### src/design/mono_frame_circular_scroll_unit_defines.svh
// Assertion macros shared by the frame scroll unit.
`ifndef MONO_FRAME_CIRCULAR_SCROLL_UNIT_DEFINES_SVH
`define MONO_FRAME_CIRCULAR_SCROLL_UNIT_DEFINES_SVH

// Checks that an antecedent implies a consequent in the same cycle.
`define MFCS_ASSERT_IMP(label, clk, rst_n, ante, cons) \
    label: assert property (@(posedge clk) disable iff (!rst_n) (ante) |-> (cons)) \
        else $error("mfcs check failed");

// Checks that an antecedent implies a consequent in the next cycle.
`define MFCS_ASSERT_NEXT(label, clk, rst_n, ante, cons) \
    label: assert property (@(posedge clk) disable iff (!rst_n) (ante) |=> (cons)) \
        else $error("mfcs check failed");

`endif

### src/design/mfcs_pkg.sv
`default_nettype none
package mfcs_pkg;
    localparam int MaxWidthBytes = 16;
    localparam int MaxHeight     = 64;
    localparam int Depth         = MaxWidthBytes * MaxHeight;
    localparam int AddrW         = $clog2(Depth);
    localparam int WbW           = $clog2(MaxWidthBytes + 1);
    localparam int HW            = $clog2(MaxHeight + 1);
    localparam int ColW          = $clog2(MaxWidthBytes);
    localparam int RowW          = $clog2(MaxHeight);
    localparam int PixW          = $clog2(MaxWidthBytes * 8);
    localparam int AmtW          = 12;

    localparam logic [0:0] CfgWidth  = 1'b0;
    localparam logic [0:0] CfgHeight = 1'b1;

    typedef enum logic [1:0] {
        CMD_WRITE  = 2'd0,
        CMD_READ   = 2'd1,
        CMD_HSCROLL = 2'd2,
        CMD_VSCROLL = 2'd3
    } t_cmd;

    typedef struct packed {
        t_cmd              cmd;
        logic [AddrW-1:0]  addr;
        logic [7:0]        wdata;
        logic [PixW-1:0]   shift;   // reduced amount, pixels or rows
        logic              bad;     // address outside frame
        logic              sign;    // scroll amount was negative
    } t_job;

    typedef enum logic [2:0] {
        ST_IDLE,
        ST_CLEAR,
        ST_LOAD,
        ST_TURN,
        ST_RWAIT,
        ST_STORE,
        ST_DONE
    } t_state;
endpackage
`default_nettype wire

### src/design/mfcs_front.sv
`default_nettype none
// Accepts commands, checks addresses and reduces scroll amounts one step a cycle,
// then pushes a classified job into a two-entry queue.
module mfcs_front (
    input  wire logic                        i_clk,
    input  wire logic                        i_rst_n,
    input  wire logic                        i_take,
    input  wire logic [1:0]                  i_command,
    input  wire logic [mfcs_pkg::AddrW-1:0]  i_byte_address,
    input  wire logic [7:0]                  i_write_byte,
    input  wire logic signed [mfcs_pkg::AmtW-1:0] i_scroll_amount,
    input  wire logic [mfcs_pkg::WbW-1:0]    i_wb,
    input  wire logic [mfcs_pkg::HW-1:0]     i_h,
    input  wire logic                        i_pop,
    output logic                             o_busy,
    output logic                             o_job_valid,
    output mfcs_pkg::t_job                   o_job
);
    localparam int ModW = mfcs_pkg::AmtW + 1;

    logic                     r_red;
    logic [ModW-1:0]          r_rem;
    logic [ModW-1:0]          r_div;
    logic [3:0]               r_step;
    mfcs_pkg::t_job           r_pend;
    mfcs_pkg::t_job           r_q [2];
    logic [1:0]               r_cnt;
    logic                     r_rd;
    logic                     r_wr;
    logic [ModW-1:0]          n_rem;
    logic [ModW-1:0]          sh_div;
    logic [ModW-1:0]          size;
    logic [ModW-1:0]          amt_pos;
    logic [10:0]              lim;
    logic                     push;
    mfcs_pkg::t_job           job_in;

    assign lim = 11'(i_wb) * 11'(i_h);
    assign size = (i_command == mfcs_pkg::CMD_HSCROLL) ?
                  ModW'({i_wb, 3'b000}) : ModW'(i_h);
    // Reduce the magnitude, then fold a negative amount back into range at the end.
    assign amt_pos = i_scroll_amount[mfcs_pkg::AmtW-1] ?
                     ModW'(-$signed({i_scroll_amount[mfcs_pkg::AmtW-1], i_scroll_amount})) :
                     ModW'(i_scroll_amount);

    // Restoring reduction: subtract size shifted by r_step, one compare a cycle.
    assign sh_div = r_div << r_step;
    assign n_rem = ((r_rem >> r_step) >= r_div) ? r_rem - sh_div : r_rem;

    assign push = r_red && (r_step == 4'd0);
    always_comb begin
        job_in = r_pend;
        if (r_pend.sign && n_rem != '0) begin
            job_in.shift = mfcs_pkg::PixW'(r_div - n_rem);
        end else begin
            job_in.shift = mfcs_pkg::PixW'(n_rem);
        end
    end

    assign o_busy = r_red || (r_cnt == 2'd2) || (r_cnt == 2'd1 && !i_pop);
    assign o_job_valid = (r_cnt != 2'd0);
    assign o_job = r_q[r_rd];

    logic direct;
    mfcs_pkg::t_job job_now;
    always_comb begin
        direct = (i_command == mfcs_pkg::CMD_WRITE) || (i_command == mfcs_pkg::CMD_READ);
        job_now.cmd   = mfcs_pkg::t_cmd'(i_command);
        job_now.addr  = i_byte_address;
        job_now.wdata = i_write_byte;
        job_now.shift = '0;
        job_now.bad   = direct && (11'(i_byte_address) >= lim);
        job_now.sign  = i_scroll_amount[mfcs_pkg::AmtW-1];
    end

    logic do_push;
    mfcs_pkg::t_job push_job;
    assign do_push = (i_take && direct) || push;
    assign push_job = push ? job_in : job_now;

    always_ff @(posedge i_clk) begin
        if (!i_rst_n) begin
            r_red <= 1'b0;
            r_cnt <= '0;
            r_rd  <= 1'b0;
            r_wr  <= 1'b0;
        end else begin
            if (i_take && !direct) begin
                r_red  <= 1'b1;
                r_pend <= job_now;
                r_rem  <= amt_pos;
                r_div  <= size;
                r_step <= 4'd11;
            end else if (r_red) begin
                r_rem <= n_rem;
                if (r_step == 4'd0) begin
                    r_red <= 1'b0;
                end else begin
                    r_step <= r_step - 4'd1;
                end
            end
            if (do_push) begin
                r_q[r_wr] <= push_job;
                r_wr      <= ~r_wr;
            end
            if (i_pop) begin
                r_rd <= ~r_rd;
            end
            r_cnt <= r_cnt + 2'(do_push) - 2'(i_pop);
        end
    end
endmodule
`default_nettype wire

### config.mk
export PLATFORM = sky130hd
export DESIGN_NAME = mfcs_front
export DESIGN_NICKNAME = d
export VERILOG_FILES = /design/src/design/mono_frame_circular_scroll_unit_defines.svh /design/src/design/mfcs_pkg.sv /design/src/design/mfcs_front.sv
export SDC_FILE = /design/constraint.sdc
export NUM_CORES = 1
export LEC_CHECK = 0
export ABC_AREA = 1
export BUFFER_PORTS_ARGS = -buffer_cell sky130_fd_sc_hd__buf_2
export CORE_ASPECT_RATIO = 1.5
export CORE_MARGIN = 2
export CORE_UTILIZATION = 55
export DETAILED_ROUTE_END_ITERATION = 12
export PLACE_DENSITY = 0.79
export SKIP_CTS_REPAIR_TIMING = 1
export SYNTH_ARGS = -nofsm -noshare
export SYNTH_HDL_FRONTEND = slang
export SYNTH_SLANG_ARGS = --single-unit
### constraint.sdc
create_clock -name i_clk -period 4.5 [get_ports i_clk]
set_input_delay 0.225 -clock i_clk [delete_from_list [all_inputs] [get_ports i_clk]]
set_output_delay 0.225 -clock i_clk [all_outputs]
set_load 0.05 [all_outputs]
==> results.md <==
Run status:
- The flow ran to the end, and the final reports show no timing, DRC or antenna violations.

Global routing:
- The met3 track demand over resource in global routing is under 10%.
- The first global-routing pass estimated 31,930 um of wire.
- The number of antenna violations at the first check in global routing is 0.
- The combined global-route utilization of all metal layers is 27.17%.
- The global routing usage on met1 is approximately 28%.
- The highest-utilization routing layer at the global route stage is met2.
- Entering global routing, the biggest net connects 31 pins.
- The number of global-route vias before repair is around 6,700.
- The sum of overflow across all layers after global routing is 0.
- Global routing consumed, on the met2 layer, between 50 and 60% of the routing resources.

Power:
- The maximum vdd ir drop is approximately 0.22 mV.
- The total power per unit cell area is 340.4 nW/um^2.
- The design draws between 3 and 4 mW.
- The reported leakage power is roughly 4.5 nW.

Timing:
- Clock skew on the completed layout was measured at around 0.0082 ns.
- Dividing the final minimum period by the clock period gives between 90% and 100%.
- The pin slew with the least headroom to its limit is between 0.7 and 0.8 ns.
- Timing would allow up to between 200 and 250 MHz.
- The total count of max-transition violations in the final report is 0.
- The worst pin sits at a relative slew slack of between 40% and 50%.
- The final number of setup-violating endpoints is 0.
- The routed design could run at a clock period as short as about 4.2 ns.
- The final number of hold-violating endpoints is 0.

Setup path:
- The critical path in this run is classified as reg -> reg.
- Counting both buffers and inverters, the worst setup path holds a total of 5.
- The most used cell along the critical path is sky130_fd_sc_hd__nand2_1.
- Among cell families on the critical path, the largest total delay comes from compound AO/OA/AOI/OAI gates.
- The endpoint kind of the worst setup timing path is a register.
- Data on the critical path arrives at its endpoint at roughly 4.4 ns.
- The largest fanout on the critical path is 5.
- The largest stage delay on the critical path is around 0.48 ns.
- The cell with the largest stage delay on the worst path is sky130_fd_sc_hd__edfxtp_1.
- The worst setup path is launched from a register.
- The data required time at the worst endpoint is roughly 4.6 ns.

Synth:
- In this run, synthesis inferred ~110 flip-flops with an integrated enable.
- The most used standard cell by instance count after synthesis is sky130_fd_sc_hd__nand2_1.
- For this run, the number of Yosys warnings is 0.
- The predominant post-synthesis flop cell is sky130_fd_sc_hd__edfxtp_1.
- In this run the cell area of the synthesized design comes to about 8000 um^2.
- The register area share after synthesis is slightly above 40%.
- Counting instances in the post-synthesis netlist gives the leading cell types as sky130_fd_sc_hd__nand2_1, sky130_fd_sc_hd__inv_1, sky130_fd_sc_hd__edfxtp_1.
- After synthesis, the cell types taking the most area are sky130_fd_sc_hd__edfxtp_1, sky130_fd_sc_hd__nand2_1, sky130_fd_sc_hd__ha_1, sky130_fd_sc_hd__inv_1, sky130_fd_sc_hd__mux2_2.
- Counting flops with an async set or reset pin after synthesis yields a share of 0%.
- The net count of the mapped netlist is between 1,000 and 1,500.
- The number of storage elements in the synthesis netlist is between 100 and 150.
- The portion of synthesized cell area occupied by the leading cell type is between 30% and 40%.
- The mean area per synthesized cell is roughly 8.5 um^2.
- The post-synthesis instance total is about 940.
- Of all cell types, the one taking the most synthesized area is sky130_fd_sc_hd__edfxtp_1.
- After synthesis, the netlist uses 45 different library cells.

Finish:
- The number of antenna diodes in the final layout is 0.
- At the end of the flow the core is filled with cells to between 60% and 70%.
- Compared with the post-synthesis result, the final layout area differs by 17.35%.
- The net count of the finished layout is about 1,200.
- In the final layout, the share of cells above drive strength 1 is between 20% and 30%.

Placed design:
- Port buffering added roughly 80 buffers.
- The wire-length estimate of the detail-placed layout is ~16,000 um.
- The weighted congestion reported at the end of routability-driven placement is slightly below 1.

CTS:
- The clock root buffer is sky130_fd_sc_hd__clkbuf_16.
- The clock latency on the worst-skew pair is about 0.36 ns.
- TritonCTS created 9 clock buffers.
- The clock net in this run drives a total of approximately 110 sinks.
- CTS built an H-tree with a depth of 3.
- Counting along the longest clock path gives a buffer depth of 2.
- The clock tree from TritonCTS is yes.
- Clock-pin slew was measured on the worst setup and hold paths at around 0.08 ns.

Floorplanning:
- After floorplanning, the core was sized to cover 14,120 um^2.
- The die is 151.6 um tall.
- slightly below 80 I/O pins were placed.
- The die span in x is 102.4 um.
- The number of rows in the core area is 53.
- The initial utilization of the core area, before any placement, comes to 56.52%.
- The floorplan die area is roughly 16,000 um^2.

Routing:
- The detail route stage leaves a number of antenna-violating nets equal to 0.
- The number of DRC markers in iteration 0 is around 330.
- After detailed routing, the number of vias per cell comes to around 5.4.
- The detailed-route via count is 6,787.
- The final routed wirelength across all metal layers is roughly 20,000 um.
- Before antenna repair, the detailed router went through 5 iterations.
- In the final routed layout, each cell accounts on average for 16.15 um.
- For this run, design rule violations remaining after detail routing come to 0.

Min path:
- The class of the worst hold path is in -> reg.

Job:
- Max-cap violations in this run came to 0.
-- layout by cell type (no fill, tap or decap), types with 2 or more instances in the layout --
cell type / count
sky130_fd_sc_hd__dfxtp_1: 6
sky130_fd_sc_hd__edfxtp_1: 105
sky130_fd_sc_hd__o22ai_1: 7
sky130_fd_sc_hd__a211oi_1: 3
sky130_fd_sc_hd__o21ai_0: 43
sky130_fd_sc_hd__buf_6: 2
sky130_fd_sc_hd__a31oi_1: 2
sky130_fd_sc_hd__a21oi_2: 4
sky130_fd_sc_hd__o21ai_1: 5
sky130_fd_sc_hd__inv_6: 2
sky130_fd_sc_hd__nand3_1: 41
sky130_fd_sc_hd__or2_2: 7
sky130_fd_sc_hd__buf_2: 78
sky130_fd_sc_hd__nor2_2: 5
sky130_fd_sc_hd__nand3_2: 5
sky130_fd_sc_hd__o21bai_1: 4
sky130_fd_sc_hd__inv_2: 5
sky130_fd_sc_hd__nand2_2: 7
sky130_fd_sc_hd__o21ai_2: 6
sky130_fd_sc_hd__mux2i_4: 2
sky130_fd_sc_hd__mux2_2: 29
sky130_fd_sc_hd__mux2i_1: 2
sky130_fd_sc_hd__a21oi_1: 32
sky130_fd_sc_hd__xor2_1: 16
sky130_fd_sc_hd__buf_4: 63
sky130_fd_sc_hd__a21o_1: 5
sky130_fd_sc_hd__nor2_1: 53
sky130_fd_sc_hd__xnor2_1: 15
sky130_fd_sc_hd__nor3_1: 5
sky130_fd_sc_hd__inv_1: 127
sky130_fd_sc_hd__ha_1: 58
sky130_fd_sc_hd__fa_1: 15
sky130_fd_sc_hd__o31ai_1: 2
sky130_fd_sc_hd__nand2_1: 276
sky130_fd_sc_hd__o32ai_1: 2
sky130_fd_sc_hd__nand4_1: 3
sky130_fd_sc_hd__clkbuf_16: 9
-- logic make-up (layout without fill, tap and decap cells) --
logic type / after synthesis / after routing / share of synthesized area [%]
and+or+nand+nor: 405 / 405 / 20.83
buffers and inverters: 161 / 292 / 7.900
AOI/OAI and AO/OA: 121 / 121 / 8.731
DFF: 111 / 111 / 41.00
adders and majority gates: 75 / 75 / 13.26
muxes: 33 / 33 / 4.592
xor gates and xnor gates: 32 / 32 / 3.683
-- per-stage QoR --
stage / setup TNS [ns] / hold slack [ns] / instances / cell area, um^2 / setup slack [ns]
finish: 0 / 0.05115 / 1261 / 9368 / 0.2586
global route: -0.3774 / 0.04812 / 1261 / 9368 / -0.07919
CTS: -0.02539 / 0.04216 / 1255 / 9225 / -0.01271
detailed placement: -0.1077 / 0.4209 / 1239 / 8935 / -0.05386
global placement: 0 / 0.4178 / 1239 / 8935 / 0.05648
floorplan: 0 / 0.3185 / 938 / 7984 / 0.09168
-- state kept, by name (all words and copies together), names as in the netlist, named ones only --
name,cells
r_q,58
job_in,22
r_rem,13
r_div,8
r_step,4
r_cnt,2
r_rd,1
r_red,1
r_wr,1
-- report_power, final --
part | total, mW | switching (mW) | internal (mW)
Combinational | 1.16 | 0.696 | 0.466
Sequential | 1.22 | 0.0369 | 1.19
Clock | 0.802 | 0.409 | 0.393
Total | 3.19 | 1.14 | 2.05
-- metal layers --
layer / up-vias / wire [um]
met5: - / 0
met4: 0 / 1060
met3: 57 / 877
met2: 182 / 11020
met1: 3205 / 7411
li1: 3343 / -
-- final timing paths --
check                  startpoint          to  slack (ns)  cells past startpoint
hold reg to reg              r_wr        r_wr        0.47                      2
setup reg to reg        r_step[0]   r_q[0][7]        0.26                     27
hold / removal    i_write_byte[3]  job_in[12]        0.05                      1
setup / recovery        r_step[0]   r_q[0][7]        0.26                     27
-- final cells by class --
cell class	instances	area, um^2
multi-input cells	666	4179
fillers	1151	4757
clock inverters	6	61.31
well taps	192	240.2
inverters	133	499.2
clock buffers	10	229.0
flip-flops and latches	111	3273
repair buffers	143	885.9
(Power assumes the default switching activity.)
